==> src/sv/msplit_pkg.sv <==
`timescale 1ns / 1ps

package msplit_pkg;

   localparam int DATA_W          = 8;
   localparam int LEN_W           = 6;
   localparam int KIND_W          = 3;
   localparam int CSR_INDEX_W     = 3;
   localparam int CSR_DATA_W      = 64;
   localparam int DELIM_WORDS     = 7;
   localparam int DELIM_BYTES     = 56;
   localparam int PRE_BYTES       = 2;
   localparam int HDR_END_BYTES   = 4;

   localparam logic [DATA_W-1:0] CHAR_CR = 8'd13;
   localparam logic [DATA_W-1:0] CHAR_LF = 8'd10;

   // Configuration register indexes.
   localparam logic [CSR_INDEX_W-1:0] CSR_DELIM_LENGTH     = 3'd0;
   localparam logic [CSR_INDEX_W-1:0] CSR_DELIM_WORD_FIRST = 3'd1;

   typedef enum logic [1:0] {
      MODE_SEEK    = 2'd0,
      MODE_HEADER  = 2'd1,
      MODE_CONTENT = 2'd2
   } mode_type;

   typedef enum logic [KIND_W-1:0] {
      KIND_HEADER_BYTE    = 3'd0,
      KIND_HEADERS_END    = 3'd1,
      KIND_CONTENT_BYTE   = 3'd2,
      KIND_PART_END       = 3'd3,
      KIND_NOT_CONFIGURED = 3'd4
   } kind_type;

   // Compare results from the cell row, handed to the controller.
   typedef struct packed {
      logic              tail_eq;
      logic              crlf_eq;
      logic [DATA_W-1:0] release_byte;
   } cmp_type;

endpackage

==> src/sv/msplit_cell.sv <==
`timescale 1ns / 1ps

// One byte of the holdback window. It takes its neighbor's byte on a shift
// and compares that incoming byte with the delimiter byte aligned to it.
module msplit_cell import msplit_pkg::*; (
   input  logic              clock,
   input  logic              shift_en,
   input  logic [DATA_W-1:0] byte_in,
   input  logic [DATA_W-1:0] expect_byte,
   output logic [DATA_W-1:0] byte_out,
   output logic              match
);

   logic [DATA_W-1:0] hold_ff;
   logic [DATA_W-1:0] hold_in;

   assign hold_in  = shift_en ? byte_in : hold_ff;
   assign byte_out = hold_ff;
   assign match    = (byte_in == expect_byte);

   always_ff @(posedge clock) begin
      hold_ff <= hold_in;
   end

endmodule

==> src/sv/msplit_ctrl.sv <==
`timescale 1ns / 1ps

// Parse mode, window fill count and the result register.
module msplit_ctrl import msplit_pkg::*; #(
   parameter int MAX_DELIMITER = 56,
   parameter int WIN           = MAX_DELIMITER + 2,
   parameter int FILL_W        = $clog2(WIN + 1)
) (
   input  logic              clock,
   input  logic              reset,
   input  logic              req_tvalid,
   output logic              req_tready,
   input  logic              new_message,
   input  logic [FILL_W-1:0] len_eff,
   input  cmp_type           cmp,
   output logic [FILL_W-1:0] fill_take,
   output logic              shift_en,
   output logic              rsp_tvalid,
   input  logic              rsp_tready,
   output logic [KIND_W-1:0] rsp_kind,
   output logic [DATA_W-1:0] rsp_byte
);

   mode_type          mode_ff, mode_in, mode_base;
   logic [FILL_W-1:0] fill_ff, fill_in, fill_base;
   logic              rsp_valid_ff, rsp_valid_in;
   kind_type          kind_ff, kind_in, kind_res;
   logic [DATA_W-1:0] byte_ff, byte_in, byte_res;
   logic              accept, len_zero, hit, tail_hit;

   assign req_tready = !rsp_valid_ff || rsp_tready;
   assign accept     = req_tvalid && req_tready;
   assign len_zero   = (len_eff == '0);
   assign shift_en   = accept && !len_zero;
   assign fill_base  = new_message ? '0 : fill_ff;
   assign mode_base  = new_message ? MODE_SEEK : mode_ff;
   assign fill_take  = (fill_base == FILL_W'(WIN)) ? fill_base : fill_base + 1'b1;
   assign tail_hit   = cmp.tail_eq && (fill_take >= len_eff);

   always_comb begin
      mode_in  = mode_ff;
      fill_in  = fill_ff;
      hit      = 1'b0;
      kind_res = KIND_HEADER_BYTE;
      byte_res = '0;
      if (accept) begin
         mode_in = mode_base;
         fill_in = fill_base;
         if (len_zero) begin
            hit      = 1'b1;
            kind_res = KIND_NOT_CONFIGURED;
         end else begin
            fill_in = fill_take;
            unique case (mode_base)
               MODE_HEADER: begin
                  if (fill_take >= FILL_W'(HDR_END_BYTES)) begin
                     hit = 1'b1;
                     if (cmp.crlf_eq) begin
                        fill_in  = '0;
                        mode_in  = MODE_CONTENT;
                        kind_res = KIND_HEADERS_END;
                     end else begin
                        kind_res = KIND_HEADER_BYTE;
                        byte_res = cmp.release_byte;
                        fill_in  = fill_take - 1'b1;
                     end
                  end
               end
               MODE_CONTENT: begin
                  if (tail_hit) begin
                     hit      = 1'b1;
                     fill_in  = '0;
                     mode_in  = MODE_HEADER;
                     kind_res = KIND_PART_END;
                  end else if ({1'b0, fill_take} >=
                               ({1'b0, len_eff} + (FILL_W + 1)'(PRE_BYTES))) begin
                     hit      = 1'b1;
                     kind_res = KIND_CONTENT_BYTE;
                     byte_res = cmp.release_byte;
                     fill_in  = fill_take - 1'b1;
                  end
               end
               default: begin
                  // Seek: keep only the newest delimiter-length bytes.
                  if (tail_hit) begin
                     fill_in = '0;
                     mode_in = MODE_HEADER;
                  end else if (fill_take > len_eff) begin
                     fill_in = len_eff;
                  end
               end
            endcase
         end
      end
   end

   always_comb begin
      kind_in = kind_ff;
      byte_in = byte_ff;
      if (accept) begin
         rsp_valid_in = hit;
         if (hit) begin
            kind_in = kind_res;
            byte_in = byte_res;
         end
      end else begin
         rsp_valid_in = rsp_valid_ff && !rsp_tready;
      end
   end

   always_ff @(posedge clock) begin
      if (reset) begin
         mode_ff      <= MODE_SEEK;
         fill_ff      <= '0;
         rsp_valid_ff <= 1'b0;
      end else begin
         mode_ff      <= mode_in;
         fill_ff      <= fill_in;
         rsp_valid_ff <= rsp_valid_in;
      end
   end

   always_ff @(posedge clock) begin
      kind_ff <= kind_in;
      byte_ff <= byte_in;
   end

   assign rsp_tvalid = rsp_valid_ff;
   assign rsp_kind   = kind_ff;
   assign rsp_byte   = byte_ff;

endmodule

==> src/sv/multipart_body_splitter_unit.sv <==
// A result beat is registered and offered in the cycle after the input beat that causes it.
// Throughput: one input beat per cycle while no result is stalled; the window cells shift
// and compare the whole delimiter tail in the same cycle that a beat is accepted.
// Reset (synchronous, active high) clears the parse mode to seek, the window fill,
// the delimiter registers and the result valid; window bytes are not reset.
`timescale 1ns / 1ps

module multipart_body_splitter_unit import msplit_pkg::*; #(
   parameter int MAX_DELIMITER = 56
) (
   input  logic                   clock,
   input  logic                   reset,
   // Input stream.
   input  logic                   req_tvalid,
   output logic                   req_tready,
   input  logic [DATA_W-1:0]      req_tdata,   // [7:0] data_byte
   input  logic                   req_tuser,   // [0] new_message
   // Result stream.
   output logic                   rsp_tvalid,
   input  logic                   rsp_tready,
   output logic [DATA_W-1:0]      rsp_tdata,   // [7:0] out_byte
   output logic [KIND_W-1:0]      rsp_tuser,   // [2:0] kind
   // Configuration writes.
   input  logic                   csr_valid,
   output logic                   csr_ready,
   input  logic [CSR_INDEX_W-1:0] csr_index,
   input  logic [CSR_DATA_W-1:0]  csr_data
);

   // The window holds the delimiter plus the two bytes that may precede it
   // (the CR LF in front of a boundary), which are dropped on a part end.
   localparam int WIN    = MAX_DELIMITER + 2;
   localparam int FILL_W = $clog2(WIN + 1);
   localparam int IDX_W  = $clog2(WIN);

   // ---------------------------------------------------------------------
   // Configuration registers. Writes are always taken at once.
   // ---------------------------------------------------------------------
   logic [LEN_W-1:0]      delim_length_ff, delim_length_in;
   logic [CSR_DATA_W-1:0] delim_word_ff [DELIM_WORDS];
   logic [CSR_DATA_W-1:0] delim_word_in [DELIM_WORDS];
   logic [CSR_INDEX_W-1:0] word_sel;

   assign csr_ready = 1'b1;
   assign word_sel  = csr_index - CSR_DELIM_WORD_FIRST;

   always_comb begin
      delim_length_in = delim_length_ff;
      delim_word_in   = delim_word_ff;
      if (csr_valid && csr_ready) begin
         if (csr_index == CSR_DELIM_LENGTH) begin
            delim_length_in = csr_data[LEN_W-1:0];
         end else begin
            delim_word_in[word_sel] = csr_data;
         end
      end
   end

   always_ff @(posedge clock) begin
      if (reset) begin
         delim_length_ff <= '0;
         for (int w = 0; w < DELIM_WORDS; w++) begin
            delim_word_ff[w] <= '0;
         end
      end else begin
         delim_length_ff <= delim_length_in;
         delim_word_ff   <= delim_word_in;
      end
   end

   // A length beyond MAX_DELIMITER behaves as MAX_DELIMITER, the largest length.
   logic [FILL_W-1:0] len_eff;

   always_comb begin
      if (delim_length_ff > LEN_W'(MAX_DELIMITER)) begin
         len_eff = FILL_W'(MAX_DELIMITER);
      end else begin
         len_eff = FILL_W'(delim_length_ff);
      end
   end

   // ---------------------------------------------------------------------
   // Delimiter alignment. Cell 0 holds the newest byte, so cell k must match
   // delimiter byte (len - 1 - k). The delimiter is wired in reverse byte
   // order and shifted down by (56 - len) bytes, which puts exactly that byte
   // in front of each cell. This only moves when the configuration changes.
   // ---------------------------------------------------------------------
   logic [DELIM_BYTES*DATA_W-1:0] rev_flat;
   logic [DELIM_BYTES*DATA_W-1:0] expect_flat;
   logic [LEN_W-1:0]              shift_amt;

   for (genvar i = 0; i < DELIM_BYTES; i++) begin : g_rev
      localparam int J  = DELIM_BYTES - 1 - i;
      localparam int WI = J / 8;
      localparam int BI = J % 8;
      assign rev_flat[i*DATA_W +: DATA_W] = delim_word_ff[WI][BI*DATA_W +: DATA_W];
   end

   assign shift_amt   = LEN_W'(DELIM_BYTES) - LEN_W'(len_eff);
   assign expect_flat = rev_flat >> {shift_amt, 3'b000};

   // ---------------------------------------------------------------------
   // Row of window cells. Each accepted beat with a nonzero delimiter length
   // moves every byte one cell further from the input; the byte leaving the
   // last cell is the one the window discards on overflow.
   // ---------------------------------------------------------------------
   logic [DATA_W-1:0] shift_byte  [WIN];
   logic [DATA_W-1:0] held_byte   [WIN];
   logic [DATA_W-1:0] expect_byte [WIN];
   logic [WIN-1:0]    cell_match;
   logic              shift_en;

   for (genvar k = 0; k < WIN; k++) begin : g_cell
      if (k == 0) begin : g_head
         assign shift_byte[k] = req_tdata;
      end else begin : g_body
         assign shift_byte[k] = held_byte[k-1];
      end

      if (k < DELIM_BYTES) begin : g_exp
         assign expect_byte[k] = expect_flat[k*DATA_W +: DATA_W];
      end else begin : g_noexp
         assign expect_byte[k] = '0;
      end

      msplit_cell u_cell (
         .clock       (clock),
         .shift_en    (shift_en),
         .byte_in     (shift_byte[k]),
         .expect_byte (expect_byte[k]),
         .byte_out    (held_byte[k]),
         .match       (cell_match[k])
      );
   end

   // Cells past the delimiter length do not take part in the tail compare.
   logic [WIN-1:0] tail_hit;

   always_comb begin
      for (int k = 0; k < WIN; k++) begin
         tail_hit[k] = cell_match[k] || (FILL_W'(k) >= len_eff);
      end
   end

   // The oldest held byte, after the new beat has been taken, sits in cell
   // (fill - 1); that is the byte released in header and content modes.
   logic [FILL_W-1:0] fill_take;
   logic [FILL_W-1:0] release_pos;
   logic [IDX_W-1:0]  release_idx;
   cmp_type           cmp;

   assign release_pos      = fill_take - FILL_W'(1);
   assign release_idx      = release_pos[IDX_W-1:0];
   assign cmp.release_byte = shift_byte[release_idx];
   assign cmp.tail_eq      = &tail_hit;
   // Headers end when the newest four bytes read CR LF CR LF, oldest first.
   assign cmp.crlf_eq      = (shift_byte[3] == CHAR_CR) && (shift_byte[2] == CHAR_LF) &&
                             (shift_byte[1] == CHAR_CR) && (shift_byte[0] == CHAR_LF);

   // ---------------------------------------------------------------------
   // Mode sequencing and the result register. A beat is accepted whenever
   // the result register is empty or being drained in the same cycle.
   // ---------------------------------------------------------------------
   msplit_ctrl #(
      .MAX_DELIMITER (MAX_DELIMITER),
      .WIN           (WIN),
      .FILL_W        (FILL_W)
   ) u_ctrl (
      .clock       (clock),
      .reset       (reset),
      .req_tvalid  (req_tvalid),
      .req_tready  (req_tready),
      .new_message (req_tuser),
      .len_eff     (len_eff),
      .cmp         (cmp),
      .fill_take   (fill_take),
      .shift_en    (shift_en),
      .rsp_tvalid  (rsp_tvalid),
      .rsp_tready  (rsp_tready),
      .rsp_kind    (rsp_tuser),
      .rsp_byte    (rsp_tdata)
   );

endmodule

==> config.mk <==
export PLATFORM = sky130hd
export DESIGN_NAME = multipart_body_splitter_unit
export DESIGN_NICKNAME = d
export VERILOG_FILES = /design/src/sv/msplit_pkg.sv /design/src/sv/msplit_cell.sv /design/src/sv/msplit_ctrl.sv /design/src/sv/multipart_body_splitter_unit.sv
export SDC_FILE = /design/constraint.sdc
export NUM_CORES = 2
export LEC_CHECK = 0
export ABC_AREA = 1
export BUFFER_PORTS_ARGS = -buffer_cell sky130_fd_sc_hd__buf_4
export CAP_MARGIN = 20
export CORE_MARGIN = 8
export CORE_UTILIZATION = 30
export CTS_BUF_LIST = sky130_fd_sc_hd__clkbuf_4 sky130_fd_sc_hd__clkbuf_8 sky130_fd_sc_hd__clkbuf_16
export DETAILED_ROUTE_END_ITERATION = 10
export PLACE_DENSITY_LB_ADDON = 0.05
export SLEW_MARGIN = 10
export SYNTH_ARGS = -nofsm -noshare
export SYNTH_HDL_FRONTEND = slang
export SYNTH_SLANG_ARGS = --single-unit
==> constraint.sdc <==
create_clock -name clock -period 22.6 [get_ports clock]
set_input_delay 0 -clock clock [delete_from_list [all_inputs] [get_ports clock]]
set_output_delay 0 -clock clock [all_outputs]
set_load 0.01 [all_outputs]
# Yosys cells after proc, flatten, opt, wreduce, memory -nomap -nowiden
# Index checks and enable logic that the tools add are counted.
word_totals:
  ff_bits: 930
  output_inout_bits: 14
  input_bits: 81
  elab_cells: 326
op_classes:
  n_reduce_logical: 78
  addsub: 5
  shifts: 1
  bitwise: 3
  magnitude_cmp: 66
  muxes: 40
  eq_ne: 63
op_table:
  columns: ["op", "n"]
  rows:
  - ["$bwmux 448", 1]
  - ["$eq 8x8->1", 56]
  - ["$shr 448x9->448", 1]
  - ["$demux 64 s3", 1]
  - ["$ge 6x6->1 const A", 26]
  - ["$ge 5x6->1 const A", 16]
  - ["$mux 64", 1]
  - ["$mux 6", 10]
  - ["$logic_or 1x1->1", 59]
  - ["$reduce_and 58->1", 1]
  - ["$bmux 8 s6", 1]
  - ["$ge 4x6->1 const A", 8]
  - ["$mux 8", 6]
  - ["$eq 8x4->1 const B", 4]
  - ["$ge 3x6->1 const A", 4]
  - ["$logic_not 8->1", 2]
  - ["$pmux 8 s2", 1]
  - ["$mux 2", 7]
  - ["$ge 1x6->1 const A", 2]
  - ["$ge 2x6->1 const A", 2]
  - ["$pmux 6 s2", 1]
  - ["$logic_and 1x1->1", 8]
  - ["$add 6x2->7 const B", 1]
  - ["$ge 6x7->1", 1]
  - ["other kinds (25)", 36]

# Logic depth before layout (Yosys ltp)
depth:
  depth_word: 13
  mapped_depth: 40
  ltp_nobuf: 34

# By module
# A second synthesis with hierarchy kept.
hier_totals:
  hier_cells: 12864
  area_unflattened_um2: 75048.2
by_module_without_submodules:
  columns: ["mod", "area_each_um2", "instances", "seq_area_each_um2", "cells_per_inst"]
  rows:
  - ["multipart_body_splitter_unit", 49676.4, 1, 9088.7, 9521]
  - ["msplit_cell", 412.9, 57, 240.2, 54]
  - ["msplit_ctrl", 1836.8, 1, 510.5, 265]

# Worst setup path before layout
# Ideal clock, no wire load.
synth_timing:
  kind: "reg2reg"
  from: "reg delim_length_ff[5]"
  to: "reg u_ctrl.fill_ff[0]"
  path_slack_ns: 10.547
  setup_time_ns: 0.070
  n_path_buf: 4
  arrival_time_ns: 11.983
  synth_period_minus_slack_ns: 12.053
  stages_incl_launch_ff: 19
  required_ns: 22.530
  path_cell_list: "dfxtp_1 > buf_6 > nand3_4 > buf_6 > inv_2 > nand2_1 > nand2_2 > clkbuf_1 > clkbuf_1 > ha_1 > inv_1 > nor2_1 > inv_1 > nand2_1 > inv_1 > o211ai_1 > a21oi_1 > a22oi_1 > a21oi_1"
synth_between:
  elab_chain_cells: 11
  elab_cells_between_ends: 189
  classes_between: "add/sub (2); order compare (62); eq/ne (56); shift (1); mux (7); reduce/logical (61)"
synth_lines:
  columns: ["element", "line_no", "text"]
  rows:
  - ["from (decl)", "multipart_body_splitter_unit.sv:39", "logic [LEN_W-1:0] delim_length_ff, delim_length_in;"]
  - ["from (signal assigned)", "multipart_body_splitter_unit.sv:66", "delim_length_ff <= delim_length_in;"]
  - ["$gt 6x6->1", "multipart_body_splitter_unit.sv:75", "if (delim_length_ff > LEN_W'(MAX_DELIMITER)) begin"]
  - ["$mux 6 (*)", "multipart_body_splitter_unit.sv:75", null]
  - ["$sub 6x6->6", "multipart_body_splitter_unit.sv:99", "assign shift_amt = LEN_W'(DELIM_BYTES) - LEN_W'(len_eff);"]
  - ["$shr 448x9->448", "multipart_body_splitter_unit.sv:100", "assign expect_flat = rev_flat >> {shift_amt, 3'b000};"]
  - ["$eq 8x8->1", "msplit_cell.sv:19", "assign match = (byte_in == expect_byte);"]
  - ["$logic_or 1x1->1", "multipart_body_splitter_unit.sv:141", "tail_hit[k] = cell_match[k] || (FILL_W'(k) >= len_eff);"]
  - ["$reduce_and 58->1", "multipart_body_splitter_unit.sv:155", "assign cmp.tail_eq = &tail_hit;"]
  - ["$logic_and 1x1->1", "msplit_ctrl.sv:38", "assign tail_hit = cmp.tail_eq && (fill_take >= len_eff);"]
  - ["$mux 6 (on tied branches)", "msplit_ctrl.sv:85, msplit_ctrl.sv:70", null]
  - ["$pmux 6 s2", "msplit_ctrl.sv:54", "unique case (mode_base)"]
  - ["$mux 6 (*)", "msplit_ctrl.sv:49", "if (len_zero) begin"]
  - ["to (signal assigned)", "msplit_ctrl.sv:118", "fill_ff <= fill_in;"]
  - ["to (decl)", "msplit_ctrl.sv:25", "logic [FILL_W-1:0] fill_ff, fill_in, fill_base;"]
# Every way passes the cells marked *; elsewhere a longest branch is shown, timed or not.
# A chain may end at the register's enable or synchronous reset.

# Worst setup path in the final report
layout_timing:
  from: "reg delim_length_ff[3]"
  to: "reg u_ctrl.fill_ff[1]"
# Same word-level chain as after synthesis.

==> results.sh <==
export IMPL_area_delta_synth_final_pct=10.30
export IMPL_cpPeakStageDelay_ns=0.72
export IMPL_num_rows=182
export IMPL_cp_start_kind="register"
export IMPL_cap_violations=0
export IMPL_instances_no_fill=14866
export IMPL_pwr_share_clk=0.396
export IMPL_finalHoldViolCount=0
export IMPL_internal_power_mw=3.571
export IMPL_clk_pin_slew_worst_paths_ns=0.06
export IMPL_final_setup_viol_count=0
export IMPL_cts_buffer_depth=3
export IMPL_cp_data_required_time_ns=23.29
export IMPL_nets=11628
export IMPL_drt_pass1_iter_count=7
export IMPL_peakVddDrop_mv=0.08106
export IMPL_grt_pass1_wl_um=643900
export IMPL_fin_total_pwr_mw=5.772
export IMPL_ios=95
export IMPL_dieWidth_um=512.8
export IMPL_drc=0
export IMPL_critPathSlowestCell="buf_4"
export IMPL_root_buffer="clkbuf_16"
export IMPL_max_freq_mhz=94.58
export IMPL_ctsHtreeMaxLevel=4
export IMPL_coreArea_sq_mm=0.2457
export IMPL_path_class="reg -> reg"
export IMPL_slew_violations=0
export IMPL_hold_depth=2
export IMPL_gp_congestion=1.088
export IMPL_min_period_over_period=0.4678
export IMPL_antenna_found_initial=43
export IMPL_placed_area_sq_mm=0.07619
export IMPL_hold_path_class="in -> reg"
export IMPL_async_flop_share=0
export IMPL_wirelength_um=467700
export IMPL_detail_route_iter0_violations=11462
export IMPL_powerDensity_mw_per_mm2=70.68
export IMPL_grt_usage=0.3381
export IMPL_status="finished, final reports clean"
export IMPL_cts_tree="built"
export IMPL_critPathBufInv=7
export IMPL_power_leakage_nw=34.85
export IMPL_antenna_left=0
export IMPL_grt_max_degree=192
export IMPL_setup_tns_ns=0
export IMPL_tightest_slew_ns=1.382
export IMPL_synth_edf_count=467
export IMPL_synth_flop_cell="edfxtp_1"
export IMPL_synth_warnings=0
export IMPL_start_util=0.3013
export IMPL_cp_common_cell="nand2_1"
export IMPL_crit_arrival_ns=11.27
export IMPL_syn_nets=12053
export IMPL_skew_ns=0.03472
export IMPL_grt_ovfl_total=0
export IMPL_p_sw_frac=0.3814
export IMPL_synth_seq_cells=930
export IMPL_fin_area_sq_mm=0.08166
export IMPL_portBuffers=93
export IMPL_vias_per_cell=5.893
export IMPL_place_hpwl_um=350200
export IMPL_p_seq_frac=0.338
export IMPL_yosysUniqueCellTypes=61
export IMPL_period_minus_slack_ns=10.57
export IMPL_synthCells=11949
export IMPL_drive_gt1_frac=0.04600
export IMPL_max_slew_margin=0.07894
export IMPL_wire_per_inst_um=31.46
export IMPL_cp_depth=35
export IMPL_synth_yosys_seq_area_share=0.3146
export IMPL_cts_resized_gates=0
export IMPL_syn_area_sq_mm=0.07403
export IMPL_utilization=0.3323
export IMPL_die_h_um=512.8
export IMPL_r2r_cells=35
export IMPL_grt_pass1_vias=80399
export IMPL_pwr_share_comb=0.266
export IMPL_cts_buffers=133
export IMPL_cts_setup_buffers=0
export IMPL_switchingPower_mw=2.201
export IMPL_dieArea_sq_mm=0.2629
export IMPL_dpl_cell_count=14526
export IMPL_critical_path_top_delay_family="simple AND/OR/NAND/NOR gates"
export IMPL_cp_max_fo=96
export IMPL_rsz0062_at_grt="no"
export IMPL_syn_avg_cell_area_sq_um=6.196
export IMPL_endpoint_kind="register"
export IMPL_cts_sinks=930
export IMPL_vias=87600
export IMPL_clk_latency_ns=0.83
## metrics by stage
stage	hold WS, ns	setup slack, ns
after floorplan	0.09887	10.55
after global placement	0.3398	12.28
after detailed placement	0.3407	12.29
after CTS	0.004415	12.21
after global routing	0.06384	11.48
final	0.07005	12.03
## synth_stat cells, types with 23 or more instances
cell,count,area [sq um]
nand2_1,3545,13310
ha_1,23,287.8
o311ai_0,43,376.6
clkbuf_1,311,1167
nand4_1,218,1364
xor2_1,85,744.5
edfxtp_1,467,14020
xnor2_1,23,201.4
buf_4,40,300.3
a221oi_1,35,306.5
o21ai_1,44,220.2
a21oi_1,426,2132
o22ai_1,145,907.1
dfxtp_1,463,9269
o21ai_0,592,2963
o21bai_1,31,232.7
inv_1,803,3014
buf_2,421,2107
nand3_1,3378,16910
nor2_1,476,1787
nand3b_1,58,435.4
buf_1,96,360.4
o211ai_1,61,457.9
## power by group through the flow
stage	clock network (mW)	logic (mW)	registers (mW)
after global placement	0	1.49	1.98
after floorplan	0	0.912	1.98
final	2.28	1.54	1.95
after CTS	2.31	1.51	1.95
after global routing	2.37	1.64	1.96
after detailed placement	0	1.49	1.98
## per-layer routing
| layer | GRT usage | routed length, um | share of wire | up-vias |
|---|---|---|---|---|
| li1 | - | - | - | 39919 |
| met4 | 0.1780 | 30700 | 0.066 | 24 |
| met5 | 0 | 349 | 0.00075 | - |
| met1 | 0.4442 | 194400 | 0.42 | 42601 |
| met3 | 0.05480 | 36670 | 0.078 | 829 |
| met2 | 0.5334 | 205500 | 0.44 | 4227 |
## logic make-up after synthesis
kind of cell               synth area share
and+or+nand+nor                      0.4630
adders and majority gates          0.003887
AOI/OAI and AO/OA                    0.1090
buffers and inverters               0.09667
xor gates and xnor gates            0.01278
other                            0.00005065
DFF                                  0.3146
## sequential cells by signal (all words and copies together), names as in the netlist
register / count
u_ctrl.fill_ff: 6
u_ctrl.rsp_kind: 3
u_ctrl.rsp_tvalid: 1
u_ctrl.rsp_byte: 8
delim_length_ff: 6
g_cell.u_cell.byte_out: 456
u_ctrl.mode_ff: 2
delim_word_ff: 448
## cell usage in the layout, fill, tap and decap left out, types with 21 or more instances in the layout
cell type,instances
nand2_1,3541
nand3_1,3378
inv_1,796
o21ai_0,592
nor2_1,468
edfxtp_1,467
dfxtp_1,462
a21oi_1,426
buf_4,221
nand4_1,218
o22ai_1,145
clkbuf_16,139
xor2_1,83
dlygate4sd3_1,82
o211ai_1,61
nand3b_1,58
o21ai_1,43
o311ai_0,39
a221oi_1,35
o21bai_1,31
clkbuf_4,28
xnor2_1,23
clkinv_2,22
ha_1,22
nor3_1,21
## timing repair
item	4_1_cts	5_1_grt
hold buffers	82	0
hold endpoints to repair	471	0
setup endpoints to repair	0	0
## worst paths after layout
check / from / end / slack [ns]
max: delim_length_ff[3] / u_ctrl.fill_ff[1] / 12.03
min: req_tdata[2] / g_cell[0].u_cell.byte_out[2] / 0.07
max reg2reg: delim_length_ff[3] / u_ctrl.fill_ff[1] / 12.03
min reg2reg: delim_word_ff[62] / delim_word_ff[62] / 0.46
## area by class of cell
cell class | count | area (sq um)
diodes | 15 | 37.54
clock buffers | 184 | 3923
clock inverters | 58 | 683.2
fillers | 27442 | 164100
inverters | 825 | 3162
multi-input cells | 9315 | 43760
flip-flops and latches | 930 | 23300
well taps | 3220 | 4029
repair buffers | 319 | 2770
## worst reg2reg max path, delay by kind of cell, from the launching register on
| family | cells | cell delay, ns |
|---|---|---|
| adder cells (fa/ha/maj) | 1 | 0.64 |
| AO/OA/AOI/OAI | 1 | 0.07 |
| buffers and inverters | 7 | 3.69 |
| AND/OR/NAND/NOR | 26 | 5.35 |
| flip-flops | 1 | 0.69 |
(Power assumes the default switching activity.)
